--- config.mk ---
export PLATFORM = sky130hd
export DESIGN_NAME = stepper_move_pulse_generator
export DESIGN_NICKNAME = d
export VERILOG_FILES = /design/src/sv/smpg_pkg.sv /design/src/sv/smpg_cfg.sv /design/src/sv/smpg_core.sv /design/src/sv/stepper_move_pulse_generator.sv
export SDC_FILE = /design/constraint.sdc
export NUM_CORES = 1
export LEC_CHECK = 0
export BUFFER_PORTS_ARGS = -buffer_cell sky130_fd_sc_hd__buf_2
export CORE_UTILIZATION = 40
export DETAILED_ROUTE_END_ITERATION = 6
export RECOVER_POWER = 100
export SYNTH_ARGS = -nofsm -noshare
export SYNTH_HDL_FRONTEND = slang
export SYNTH_SLANG_ARGS = --single-unit
--- constraint.sdc ---
create_clock -name clk -period 8 [get_ports clk]
set_input_delay 1.2 -clock clk [delete_from_list [all_inputs] [get_ports clk]]
set_output_delay 1.2 -clock clk [all_outputs]
set_load 0.01 [all_outputs]
--- src/sv/smpg_pkg.sv ---
// ----------------------------------------------------------------------------
// smpg_pkg: shared types and constants of the stepper move pulse generator
// Item layouts, command and event codes, register indexes and reset values.
// ----------------------------------------------------------------------------
package smpg_pkg;

  localparam int POS_BITS    = 24;
  localparam int PERIOD_BITS = 15;
  localparam int RAMP_BITS   = 16;
  localparam int PULSE_BITS  = POS_BITS + 1;
  localparam int CMD_BITS    = 3;
  localparam int EVENT_BITS  = 2;
  localparam int CFG_IDX_BITS  = 2;
  localparam int CFG_DATA_BITS = 16;

  typedef logic signed [POS_BITS-1:0] pos_t;
  typedef logic signed [POS_BITS:0]   pos_wide_t;
  typedef logic [PERIOD_BITS-1:0]     period_t;
  typedef logic [RAMP_BITS-1:0]       ramp_t;
  typedef logic [PULSE_BITS-1:0]      pulse_t;

  typedef enum logic [CMD_BITS-1:0] {
    CMD_TICK    = 3'd0,
    CMD_MOVE    = 3'd1,
    CMD_STOP    = 3'd2,
    CMD_HOME    = 3'd3,
    CMD_SET_MAX = 3'd4
  } cmd_e;

  typedef enum logic [EVENT_BITS-1:0] {
    EV_NONE   = 2'd0,
    EV_DONE   = 2'd1,
    EV_REJECT = 2'd2
  } event_e;

  localparam logic [CFG_IDX_BITS-1:0] REG_START_PERIOD  = 2'd0;
  localparam logic [CFG_IDX_BITS-1:0] REG_MIN_PERIOD    = 2'd1;
  localparam logic [CFG_IDX_BITS-1:0] REG_RAMP_INTERVAL = 2'd2;

  localparam period_t START_PERIOD_RESET  = PERIOD_BITS'(1000);
  localparam period_t MIN_PERIOD_RESET    = PERIOD_BITS'(200);
  localparam ramp_t   RAMP_INTERVAL_RESET = RAMP_BITS'(10);

  typedef struct packed {
    logic [CMD_BITS-1:0] cmd;
    pos_t                value;
  } in_item_t;

  typedef struct packed {
    logic                  step_level;
    logic                  dir_level;
    logic                  moving;
    pos_t                  position;
    pos_t                  max_position;
    logic [EVENT_BITS-1:0] event_res;
  } out_item_t;

  typedef struct packed {
    period_t start_period;
    period_t min_period;
    ramp_t   ramp_interval;
  } cfg_t;

  // Clamp a one-bit-wider sum back into the position range.
  function automatic pos_t sat_pos(input pos_wide_t v);
    pos_t r;
    if (v[POS_BITS] != v[POS_BITS-1]) begin
      r = v[POS_BITS] ? {1'b1, {(POS_BITS-1){1'b0}}} : {1'b0, {(POS_BITS-1){1'b1}}};
    end else begin
      r = v[POS_BITS-1:0];
    end
    return r;
  endfunction

endpackage

--- src/sv/smpg_cfg.sv ---
// ----------------------------------------------------------------------------
// smpg_cfg: ramp configuration registers
// Holds start period, minimum period and ramp interval; plain indexed writes.
// ----------------------------------------------------------------------------
module smpg_cfg (
  input  logic                                clk,
  input  logic                                rst,
  input  logic                                wr_en,
  input  logic [smpg_pkg::CFG_IDX_BITS-1:0]   wr_index,
  input  logic [smpg_pkg::CFG_DATA_BITS-1:0]  wr_data,
  output smpg_pkg::cfg_t                      cfg
);
  import smpg_pkg::*;

  always_ff @(posedge clk) begin
    if (rst) begin
      cfg.start_period  <= START_PERIOD_RESET;
      cfg.min_period    <= MIN_PERIOD_RESET;
      cfg.ramp_interval <= RAMP_INTERVAL_RESET;
    end else if (wr_en) begin
      unique case (wr_index)
        REG_START_PERIOD:  cfg.start_period  <= wr_data[PERIOD_BITS-1:0];
        REG_MIN_PERIOD:    cfg.min_period    <= wr_data[PERIOD_BITS-1:0];
        REG_RAMP_INTERVAL: cfg.ramp_interval <= wr_data[RAMP_BITS-1:0];
        default: begin
          // Writes to unused indexes are dropped.
        end
      endcase
    end
  end

endmodule

--- src/sv/smpg_core.sv ---
// ----------------------------------------------------------------------------
// smpg_core: move state and single-pass item update
// Keeps position, ramp and pulse timing state and computes one result per item.
// ----------------------------------------------------------------------------
module smpg_core (
  input  logic                clk,
  input  logic                rst,
  input  logic                fire,
  input  smpg_pkg::in_item_t  item,
  input  smpg_pkg::cfg_t      cfg,
  output smpg_pkg::out_item_t result
);
  import smpg_pkg::*;

  pos_t    position, position_next;
  pos_t    max_position, max_position_next;
  logic    moving, moving_next;
  logic    direction, direction_next;
  pulse_t  pulses_left, pulses_left_next;
  period_t half_period, half_period_next;
  ramp_t   ramp_count, ramp_count_next;
  logic    high_phase, high_phase_next;
  period_t time_left, time_left_next;
  logic [EVENT_BITS-1:0] event_code;

  // Values used by the commands, from the current state, the item and the config.
  pos_wide_t val_w, pos_w, delta;
  pulse_t    delta_mag;
  logic      reject;
  period_t   hp_start;
  logic      ramp_hold, ramp_dec;
  ramp_t     rc_inc;
  period_t   hp_ramp;
  ramp_t     rc_ramp;
  pos_t      pos_step;
  pulse_t    pl_dec;

  always_comb begin
    val_w     = {item.value[POS_BITS-1], item.value};
    pos_w     = {position[POS_BITS-1], position};
    delta     = val_w - pos_w;
    delta_mag = delta[POS_BITS] ? pulse_t'(-delta) : pulse_t'(delta);
    reject    = item.value[POS_BITS-1] || (item.value > max_position);
    hp_start  = (cfg.start_period == '0) ? period_t'(1) : cfg.start_period;

    // The ramp stands still at the minimum, and never goes below one.
    ramp_hold = (half_period <= cfg.min_period) || (half_period <= period_t'(1));
    rc_inc    = ramp_count + ramp_t'(1);
    ramp_dec  = !ramp_hold && !(rc_inc < cfg.ramp_interval);
    hp_ramp   = ramp_dec ? half_period - period_t'(1) : half_period;
    rc_ramp   = ramp_hold ? ramp_count : (ramp_dec ? '0 : rc_inc);

    pos_step = sat_pos(pos_w + (direction ? pos_wide_t'(1) : pos_wide_t'(-1)));
    pl_dec   = pulses_left - pulse_t'(1);
  end

  always_comb begin
    position_next     = position;
    max_position_next = max_position;
    moving_next       = moving;
    direction_next    = direction;
    pulses_left_next  = pulses_left;
    half_period_next  = half_period;
    ramp_count_next   = ramp_count;
    high_phase_next   = high_phase;
    time_left_next    = time_left;
    event_code        = EV_NONE;

    unique case (item.cmd)
      CMD_TICK: begin
        if (moving && time_left == '0) begin
          if (!high_phase) begin
            // End of the low time: ramp, raise the pin, count the step.
            half_period_next = hp_ramp;
            ramp_count_next  = rc_ramp;
            high_phase_next  = 1'b1;
            time_left_next   = hp_ramp;
            position_next    = pos_step;
          end else if (pl_dec == '0) begin
            moving_next      = 1'b0;
            high_phase_next  = 1'b0;
            time_left_next   = '0;
            pulses_left_next = '0;
            half_period_next = hp_start;
            ramp_count_next  = '0;
            event_code       = EV_DONE;
          end else begin
            pulses_left_next = pl_dec;
            high_phase_next  = 1'b0;
            time_left_next   = half_period;
          end
        end
        if (moving_next && time_left_next != '0) begin
          time_left_next = time_left_next - period_t'(1);
        end
      end
      CMD_MOVE: begin
        if (reject) begin
          event_code = EV_REJECT;
        end else begin
          direction_next   = !delta[POS_BITS];
          half_period_next = hp_start;
          ramp_count_next  = '0;
          high_phase_next  = 1'b0;
          if (delta == '0) begin
            moving_next      = 1'b0;
            time_left_next   = '0;
            pulses_left_next = '0;
            event_code       = EV_DONE;
          end else begin
            moving_next      = 1'b1;
            pulses_left_next = delta_mag;
            time_left_next   = hp_start;
          end
        end
      end
      CMD_STOP: begin
        moving_next      = 1'b0;
        high_phase_next  = 1'b0;
        time_left_next   = '0;
        pulses_left_next = '0;
        half_period_next = hp_start;
        ramp_count_next  = '0;
      end
      CMD_HOME: begin
        if (!moving) begin
          position_next = sat_pos(pos_wide_t'(0) - val_w);
        end
      end
      CMD_SET_MAX: begin
        if (!moving) begin
          max_position_next = sat_pos(pos_w - val_w);
        end
      end
      default: begin
        // Unknown codes leave the state alone.
      end
    endcase

    result.step_level   = moving_next && high_phase_next;
    result.dir_level    = direction_next;
    result.moving       = moving_next;
    result.position     = position_next;
    result.max_position = max_position_next;
    result.event_res    = event_code;
  end

  always_ff @(posedge clk) begin
    if (rst) begin
      position     <= '0;
      max_position <= '0;
      moving       <= 1'b0;
      direction    <= 1'b0;
      pulses_left  <= '0;
      half_period  <= START_PERIOD_RESET;
      ramp_count   <= '0;
      high_phase   <= 1'b0;
      time_left    <= '0;
    end else if (fire) begin
      position     <= position_next;
      max_position <= max_position_next;
      moving       <= moving_next;
      direction    <= direction_next;
      pulses_left  <= pulses_left_next;
      half_period  <= half_period_next;
      ramp_count   <= ramp_count_next;
      high_phase   <= high_phase_next;
      time_left    <= time_left_next;
    end
  end

  a_moving_has_pulses: assert property (@(posedge clk) disable iff (rst)
    moving |-> pulses_left != '0)
    else $error("move in progress with no pulses left");

  a_idle_is_quiet: assert property (@(posedge clk) disable iff (rst)
    !moving |-> (time_left == '0) && !high_phase)
    else $error("idle block still has a phase running");

  a_period_nonzero: assert property (@(posedge clk) disable iff (rst)
    half_period != '0)
    else $error("half-period reached zero");

  a_time_within_period: assert property (@(posedge clk) disable iff (rst)
    time_left <= half_period)
    else $error("phase time exceeds the half-period");

endmodule

--- src/sv/stepper_move_pulse_generator.sv ---
// ----------------------------------------------------------------------------
// stepper_move_pulse_generator: step and direction pulses with a linear ramp
// Input register, single-pass state update and result register.
// ----------------------------------------------------------------------------
// Usage:
//   Each input item is either a 1 us timer tick or a command (move, stop,
//   set home, set max). Every accepted item produces exactly one result item
//   carrying the step and direction pin levels, the moving flag, the current
//   and maximum positions and an event code (move done or target rejected).
//   Both channels use valid/ready; an item moves when valid and ready are
//   high at a rising clock edge.
//   An item accepted at a rising edge sits in the input register, is processed
//   by the core and lands in the result register once that register is free.
//   Throughput is one item per cycle while the receiver keeps taking results;
//   the input register and the result register advance together, so the block
//   keeps taking items while a result is being handed over.
//   When the receiver stalls, the result register holds its item and the
//   input register fills; once both are full in_ready drops until out_ready
//   returns. No item is dropped or repeated.
//   Reset (rst, synchronous) clears the move state, sets the positions to
//   zero, loads the ramp registers with their defaults and empties both
//   pipeline registers. The user must write the ramp registers through wr_en,
//   wr_index and wr_data only while the block is idle; the block has no check for it.
// ----------------------------------------------------------------------------
module stepper_move_pulse_generator (
  input  logic                                clk,
  input  logic                                rst,
  input  logic                                in_valid,
  output logic                                in_ready,
  input  smpg_pkg::in_item_t                  in_item,
  output logic                                out_valid,
  input  logic                                out_ready,
  output smpg_pkg::out_item_t                 out_item,
  input  logic                                wr_en,
  input  logic [smpg_pkg::CFG_IDX_BITS-1:0]   wr_index,
  input  logic [smpg_pkg::CFG_DATA_BITS-1:0]  wr_data
);
  import smpg_pkg::*;

  cfg_t      cfg;
  in_item_t  stage_item;
  logic      stage_valid;
  logic      out_free;
  logic      fire;
  out_item_t result;

  // The result register can take a new item when it is empty or being drained.
  assign out_free = !out_valid || out_ready;
  // The input register can take an item when it is empty or passing its item on.
  assign in_ready = !stage_valid || out_free;
  // The held item is processed, and the state updated, exactly once.
  assign fire     = stage_valid && out_free;

  smpg_cfg u_cfg (
    .clk      (clk),
    .rst      (rst),
    .wr_en    (wr_en),
    .wr_index (wr_index),
    .wr_data  (wr_data),
    .cfg      (cfg)
  );

  smpg_core u_core (
    .clk    (clk),
    .rst    (rst),
    .fire   (fire),
    .item   (stage_item),
    .cfg    (cfg),
    .result (result)
  );

  always_ff @(posedge clk) begin
    if (rst) begin
      stage_valid <= 1'b0;
      out_valid   <= 1'b0;
    end else begin
      if (in_ready) begin
        stage_valid <= in_valid;
      end
      if (out_free) begin
        out_valid <= stage_valid;
      end
    end
  end

  // Payload registers carry no reset; the valid flags qualify them.
  always_ff @(posedge clk) begin
    if (in_valid && in_ready) begin
      stage_item <= in_item;
    end
    if (fire) begin
      out_item <= result;
    end
  end

endmodule
==> results of run 1 <==
[state kept, by name (all words and copies together) (netlist names), 15 cells and up]
signal,count
u_core.position,24
u_core.pulses_left,25
u_core.half_period,15
u_core.ramp_count,16
u_core.time_left,15
u_core.max_position,24
out_item,53
stage_item,27
u_cfg.cfg,46
[layout make-up]
type	count	area share
Inverter	151	0.0273
Multi-Input combinational cell	1908	0.576
Timing Repair Buffer	128	0.0288
Sequential cell	250	0.280
Clock inverter	17	0.0102
Tap cell	607	0.0366
Clock buffer	39	0.0409
[through the flow]
step / power [µW] / instance area, µm² / worst slack [ns] / utilization
2_1_floorplan: 2190 / 18800 / 2.35 / -
3_3_place_gp: 2510 / 19800 / 1.55 / 0.426
3_5_place_dp: 2520 / 19800 / 1.29 / 0.426
4_1_cts: 3990 / 20900 / 1.25 / 0.449
5_1_grt: 4160 / 20700 / 0.355 / 0.446
6_report: 3990 / 20700 / 1.03 / 0.446
[power by group]
group          switching [µW]  internal (µW)  leakage [µW]  total (µW)
Sequential               68.6           1370       0.00216        1440
Clock                     585            877      0.000490        1460
Combinational             708            379       0.00529        1090
[worst register-to-register path, stage by stage (launching register included)]
cell and delay [ns]:
dfxtp_1 0.39, and3_1 0.26, and3_1 0.26, and3_1 0.26
and3_1 0.25, and3_1 0.24, and3_1 0.26, nand3_1 0.12
xnor2_1 0.16, ha_1 0.34, nand4_1 0.13, a2111oi_0 0.61
o211ai_1 0.25, nand2_1 0.47, nand2_1 0.35, a211o_1 0.39
o32ai_1 0.32, ha_1 0.36, nand3b_1 0.18, nor4_4 0.33
nand3_1 0.37, and4_1 0.34, xnor2_1 0.12, o21ai_0 0.08
[logic make-up after synthesis]
kind of cell / count (synthesis) / synth area share
mux: 2 / 0.00106
compound gates: 772 / 0.255
xor+xnor: 121 / 0.0563
fa+ha+maj: 142 / 0.0949
flops: 250 / 0.308
simple gates: 871 / 0.226
buf+inv: 287 / 0.0580
[metal layers]
metal	track usage	routed length, µm	share of wire
met1	0.401	31400	0.48
met3	0.0513	5570	0.085
met5	0	0	0
met2	0.401	27200	0.42
met4	0.0535	1310	0.020
[placed cells by master, fill, tap and decap left out, drive strengths merged, types with 33 or more instances in the layout]
cell type	instances
nor3	58
xor2	41
xnor2	80
a21o	51
buf	63
a211oi	45
inv	150
a21oi	249
nand3	69
nand4	33
o21ai	199
nor2	218
ha	134
dfxtp	170
nand2	270
nor4	37
edfxtp	80
clkbuf	104
[synthesized netlist by cell type (all sizes together), types with 10 or more instances]
cell / count / area share
o21ai: 199 / 0.053
nor3: 58 / 0.017
o31ai: 10 / 0.0040
nor2: 218 / 0.043
inv: 150 / 0.030
ha: 134 / 0.089
o21bai: 11 / 0.0044
or3: 19 / 0.0063
nand4: 33 / 0.011
and3: 30 / 0.010
nor4: 37 / 0.013
and2: 16 / 0.0053
a31oi: 28 / 0.0093
dfxtp: 170 / 0.18
edfxtp: 80 / 0.13
nand3: 69 / 0.019
o22ai: 19 / 0.0063
xor2: 41 / 0.019
a21oi: 249 / 0.066
nor2b: 19 / 0.0063
buf: 11 / 0.0030
or2: 13 / 0.0045
a211oi: 45 / 0.018
clkbuf: 125 / 0.025
nand3b: 19 / 0.0076
nand2b: 22 / 0.0073
nand2: 270 / 0.054
o211ai: 21 / 0.0084
a21o: 51 / 0.020
o21a: 18 / 0.0072
xnor2: 80 / 0.037
or4: 13 / 0.0052
[how the worst max path moves through the flow]
stage | cells after the start | to | from | slack, ns
4_1_cts | 23 | u_core.time_left[4]$_SDFFE_PP0P_ | u_core.ramp_count[2]$_SDFFE_PP0P_ | 1.25
2_1_floorplan | 24 | u_core.time_left[0]$_SDFFE_PP0P_ | u_core.ramp_count[0]$_SDFFE_PP0P_ | 2.35
3_3_place_gp | 23 | u_core.time_left[4]$_SDFFE_PP0P_ | u_core.ramp_count[0]$_SDFFE_PP0P_ | 1.55
5_1_grt | 23 | u_core.time_left[0]$_SDFFE_PP0P_ | u_core.ramp_count[2]$_SDFFE_PP0P_ | 0.36
6_report | 23 | u_core.time_left[4]$_SDFFE_PP0P_ | u_core.ramp_count[0]$_SDFFE_PP0P_ | 1.03
3_5_place_dp | 23 | u_core.time_left[4]$_SDFFE_PP0P_ | u_core.ramp_count[2]$_SDFFE_PP0P_ | 1.29
==> out/qor.csv, run 1 <==
stage,metric,value,unit
outcome,status,"complete, but fails checks",
outcome,violated checks,"capacitance limit, slew limit",
die,CORE AREA,46500,µm²
detailed_routing,# DRC,0,
synthesis,Synth Cell Area,18800,µm²
grt,vias in the first global route,17131,
die,initial core utilization,0.405,
finish,share of cells above drive strength 1,0.0602,
worst_setup_path,critical path's slowest cell,a2111oi_0,
synthesis,top_reg_cell synth,dfxtp_1,
die,total die area,47900,µm²
detailed_routing,Pre-Repair DR Iteration Count,7,
detailed_routing,initial DRC count,1586,
synthesis,mean post-synth cell area,7.70,µm²
clocking,cts bufs inserted,30,
worst_setup_path,Crit path buffers/inverters,0,
worst_setup_path,Worst Path Arrival,7.41,ns
sta,Pins Over Slew Limit,299,
sta,f_max,143,MHz
synthesis,"EDFF count, synth",80,
grt,GRT Total Usage,0.270,
clocking,Hold Buf Count CTS,0,
synthesis,synth warn,0,
worst_setup_path,reg2reg end,u_core.time_left[4]$_SDFFE_PP0P_,
placement,gp weighted congestion,0.915,
placement,port bufs,104,
sta,post-layout min period,6.97,ns
power,Peak VDD IR,0.000150,V
synthesis,Cells after Synth,2445,
die,Boundary Pins,105,
min_path,Hold Crit Class,flop to flop,
synthesis,synthesized flop and latch total,250,
grt,first-pass GRT wire length,101000,µm
clocking,clk_lat worst skew,0.58,ns
placement,DP HPWL,50500,µm
sta,Final setup viols,0,
die,die span in y,219,µm
placement,DP Cell Count,3044,
detailed_routing,Routed Antenna Nets,0,
clocking,Worst-path clk slew,0.07,ns
grt,maximum number of pins on one net before global-route repair,58,
worst_setup_path,Worst Reg-to-Reg Cells,23,
run,max_cap viols,7,
sta,Sum Neg Setup Slack,0,ns
worst_setup_path,Max stage delay on crit path,0.61,ns
synthesis,register area share after synthesis,0.308,
worst_setup_path,worst path cell trace,"and3_1, and3_1, and3_1, and3_1, and3_1, and3_1, nand3_1, xnor2_1, ha_1, nand4_1, a2111oi_0, o211ai_1, nand2_1, nand2_1, a211o_1, o32ai_1, ha_1, nand3b_1, nor4_4, nand3_1, and4_1, xnor2_1, o21ai_0",
min_path,WHS Endpoint,u_core.max_position[14]$_SDFFE_PP0P_,
clocking,CTS max path bufs,3,
detailed_routing,Routed WL,65500,µm
grt,GRT overflow,0,
clocking,clk root buf,clkbuf_16,
finish,Fill cells,4734,
finish,Layout area overhead,10.1,%
sta,Max transition margin,-1.45,
sta,tightest hold margin,0.454,ns
power,PD cells,192,nW/µm²
detailed_routing,via count of the routed design,18626,
synthesis,syn_nets,2632,
worst_setup_path,critical-path maximum fanout,14,
min_path,Hold Path Origin,u_core.max_position[14]$_SDFFE_PP0P_,
synthesis,ys async rst share,0,
die,num rows,79,
clocking,setup bufs post-CTS,0,
worst_setup_path,Critical Path End Type,flop,
power,Pleak,0.00794,µW
finish,FF+latch area,5810,µm²
worst_setup_path,CP most frequent cell,and3_1,
clocking,Resize count post-CTS,0,
die,die span in x,219,µm
sta,Final Cycle Share,0.871,
clocking,CTS sink count,250,
grt,initial antenna violation count,1,
finish,final cell count without fillers,3100,
sta,Hold Fails Final Rpt,0,
worst_setup_path,CP required,8.44,ns
clocking,CTS tree,yes,
detailed_routing,vias per cell,6.01,
finish,multi-input logic area,11900,µm²
worst_setup_path,type of origin of the critical path,flop,
finish,Ant. Diodes,0,
sta,Worst Tran Pin Value,3.68,ns
worst_setup_path,top cell family by delay on the critical path,simple AND/OR/NAND/NOR gates,
finish,layout net count,2656,
detailed_routing,DR WL/cell,21.1,µm
worst_setup_path,critical path class,flop to flop,
sta,RSZ-0062 raised after global routing,false,
worst_setup_path,R2R Setup Slk,1.03,ns
min_path,hold path cells,2,
worst_setup_path,reg2reg start,u_core.ramp_count[0]$_SDFFE_PP0P_,
sta,Setup Skew,0.0142,ns
synthesis,Netlist cell types,88,
clocking,number of H-tree levels,1,
Power figures use the tool's default switching activity.
==> inputs of run 2 (changes only) <==
Settings changed: ABC_AREA set to 1, CORE_MARGIN set to 2, CORE_UTILIZATION 40 to 60, PLACE_DENSITY set to 0.78.
==> out/qor.csv, run 2 <==
stage,metric,value,unit
sta,Sum Neg Setup Slack,0,ns
synthesis,"area leader, netlist",dfxtp_1,
finish,Top reg by flops,out_item,
grt,first-pass GRT wire length,96800,µm
clocking,CTS sink count,250,
power,Pleak,0.00990,µW
finish,layout net count,3087,
sta,RSZ-0062 raised after global routing,false,
grt,maximum number of pins on one net before global-route repair,81,
die,die span in y,184,µm
worst_setup_path,Worst Reg-to-Reg Cells,33,
synthesis,"EDFF count, synth",80,
worst_setup_path,CP endpoint,u_core.ramp_count[1]$_SDFFE_PP0P_,
detailed_routing,vias per cell,5.89,
clocking,setup bufs post-CTS,0,
sta,Hold Fails Final Rpt,0,
finish,final core utilization,0.666,
detailed_routing,initial DRC count,1731,
die,total die area,33700,µm²
clocking,Worst-path clk slew,0.07,ns
clocking,clk root buf,clkbuf_16,
sta,Final Cycle Share,0.844,
clocking,CTS tree,yes,
clocking,CTS max path bufs,3,
synthesis,top cell type's share of synthesized area,0.176,
sta,post-layout min period,6.75,ns
synthesis,ys async rst share,0,
worst_setup_path,critical path class,primary input to flop,
clocking,cts bufs inserted,30,
finish,share of cells above drive strength 1,0.0698,
finish,biggest regs,"out_item (53), u_cfg.cfg (46), stage_item (27)",
detailed_routing,Routed Antenna Nets,0,
outcome,violated checks,"capacitance limit, slew limit",
worst_setup_path,reg2reg start,u_core.ramp_count[0]$_SDFFE_PP0P_,
sta,f_max,148,MHz
grt,GRT Total Usage,0.360,
finish,Ant. Diodes,0,
grt,GRT overflow,0,
finish,"commonest non-fill, non-tap cells in the layout","nand2_1 (606), inv_1 (387), a21oi_1 (285)",
run,max_cap viols,4,
synthesis,register area share after synthesis,0.300,
synthesis,Netlist cell types,59,
die,CORE AREA,31600,µm²
grt,vias in the first global route,18675,
detailed_routing,# DRC,0,
detailed_routing,Routed WL,61700,µm
die,Boundary Pins,105,
sta,tightest hold margin,0.459,ns
synthesis,Synth Cell Area,19400,µm²
sta,Worst Tran Pin Value,3.69,ns
clocking,Hold Buf Count CTS,0,
detailed_routing,DR WL/cell,18.5,µm
worst_setup_path,critical-path maximum fanout,79,
worst_setup_path,CP required,8.43,ns
finish,"most common cell after layout, fill and taps aside",nand2_1,
placement,gp weighted congestion,0.952,
min_path,Hold Crit Class,flop to flop,
detailed_routing,Pre-Repair DR Iteration Count,6,
power,Peak VDD IR,0.000169,V
synthesis,synth warn,0,
synthesis,top_reg_cell synth,dfxtp_1,
synthesis,most common library cells after synthesis,"nand2_1 (606), inv_1 (386), a21oi_1 (285)",
finish,Layout area overhead,8.80,%
die,die span in x,184,µm
sta,Pins Over Slew Limit,254,
sta,Final setup viols,0,
sta,Max transition margin,-1.46,
clocking,clk_lat worst skew,0.59,ns
placement,port bufs,104,
synthesis,synthesized flop and latch total,250,
worst_setup_path,Worst Path Arrival,7.18,ns
synthesis,ranking of synthesized cells by area,"dfxtp_1 (18%), edfxtp_1 (12%), nand2_1 (12%)",
worst_setup_path,type of origin of the critical path,primary input,
grt,initial antenna violation count,0,
die,num rows,65,
outcome,status,"complete, but fails checks",
placement,DP HPWL,46900,µm
die,initial core utilization,0.612,
worst_setup_path,Critical Path End Type,flop,
synthesis,most frequent cell after synthesis,nand2_1,
worst_setup_path,R2R Setup Slk,1.59,ns
clocking,Resize count post-CTS,0,
synthesis,mean post-synth cell area,6.77,µm²
clocking,number of H-tree levels,1,
synthesis,Cells after Synth,2857,
sta,Setup Skew,0.0205,ns
finish,max FFs per register,53,
detailed_routing,via count of the routed design,19606,
power,PD cells,205,nW/µm²
worst_setup_path,Worst setup startpoint,rst,
worst_setup_path,reg2reg end,u_core.time_left[11]$_SDFFE_PP0P_,
synthesis,syn_nets,3044,
run 2: cell types whose count changed after synthesis, sizes merged, moves of 26 or more:
cell / change
clkbuf: -44
nor2: +84
xor2: +47
a21o: -46
xnor2: -52
inv: +246
nor3: -26
a21oi: +38
a211oi: -27
nand3: +101
nand2: +363
and3: -29
run 2: kinds of logic after synthesis:
kind of cell	after synthesis	synth area share
XOR/XNOR	116	0.0529
AND/OR/NAND/NOR	1208	0.271
adder cells (fa/ha/maj)	137	0.0897
AO/OA/AOI/OAI	638	0.185
buffers and inverters	508	0.102
flip-flops	250	0.300
run 2: routing by layer:
layer / up-vias / global-route usage / wire, µm
met3: 177 / 0.0412 / 3750
met2: 796 / 0.637 / 30200
met4: 0 / 0.159 / 2880
met1: 9087 / 0.439 / 24800
met5: - / 0 / 0
li1: 9546 / - / -
run 2: cell type report:
class                      count  area, µm²
clock inverter                22        325
timing repair buffer         119        539
tap                          402        503
fill                        2957      10600
inverter                     400       1500
clock buffer                  34        797
multi-input combinational   2099      11600
sequential                   250       5810
run 2: report_power, final:
| part | switching [µW] | internal (µW) | total, µW | leakage (µW) |
|---|---|---|---|---|
| clock network | 604 | 949 | 1550 | 0.000531 |
| registers | 78.6 | 1390 | 1470 | 0.00216 |
| logic | 879 | 418 | 1300 | 0.00721 |
| total | 1560 | 2760 | 4320 | 0.00990 |
run 2: worst min-delay path by stage:
stage | to | depth (start not counted) | slack, ns | startpoint
finish | u_cfg.cfg[17]$_SDFFE_PP0P_ | 2 | 0.46 | u_cfg.cfg[17]$_SDFFE_PP0P_
global route | u_cfg.cfg[17]$_SDFFE_PP0P_ | 2 | 0.48 | u_cfg.cfg[17]$_SDFFE_PP0P_
CTS | u_cfg.cfg[17]$_SDFFE_PP0P_ | 2 | 0.46 | u_cfg.cfg[17]$_SDFFE_PP0P_
detailed placement | u_cfg.cfg[21]$_SDFFE_PP0P_ | 2 | 0.45 | u_cfg.cfg[21]$_SDFFE_PP0P_
global placement | u_cfg.cfg[27]$_SDFFE_PP0P_ | 2 | 0.45 | u_cfg.cfg[27]$_SDFFE_PP0P_
floorplan | u_cfg.cfg[10]$_SDFFE_PP0P_ | 2 | 0.44 | u_cfg.cfg[10]$_SDFFE_PP0P_
run 2: worst max-delay path, stage by stage:
cell and delay, ns:
buf_2 0.08, clkbuf_1 2.27, inv_1 1.90, clkbuf_2 1.10
o21ai_0 0.45, a21oi_1 0.06
run 2: per-stage QoR:
step | power [µW] | area (µm²) | instances | setup slack, ns
finish | 4320 | 21100 | 3326 | 1.25
global route | 4530 | 21100 | 3326 | 0.771
floorplan | 2420 | 19400 | 2857 | 3.79
detailed placement | 2760 | 20000 | 3270 | 2.33
global placement | 2740 | 20000 | 3270 | 2.53
CTS | 4310 | 21200 | 3326 | 2.30
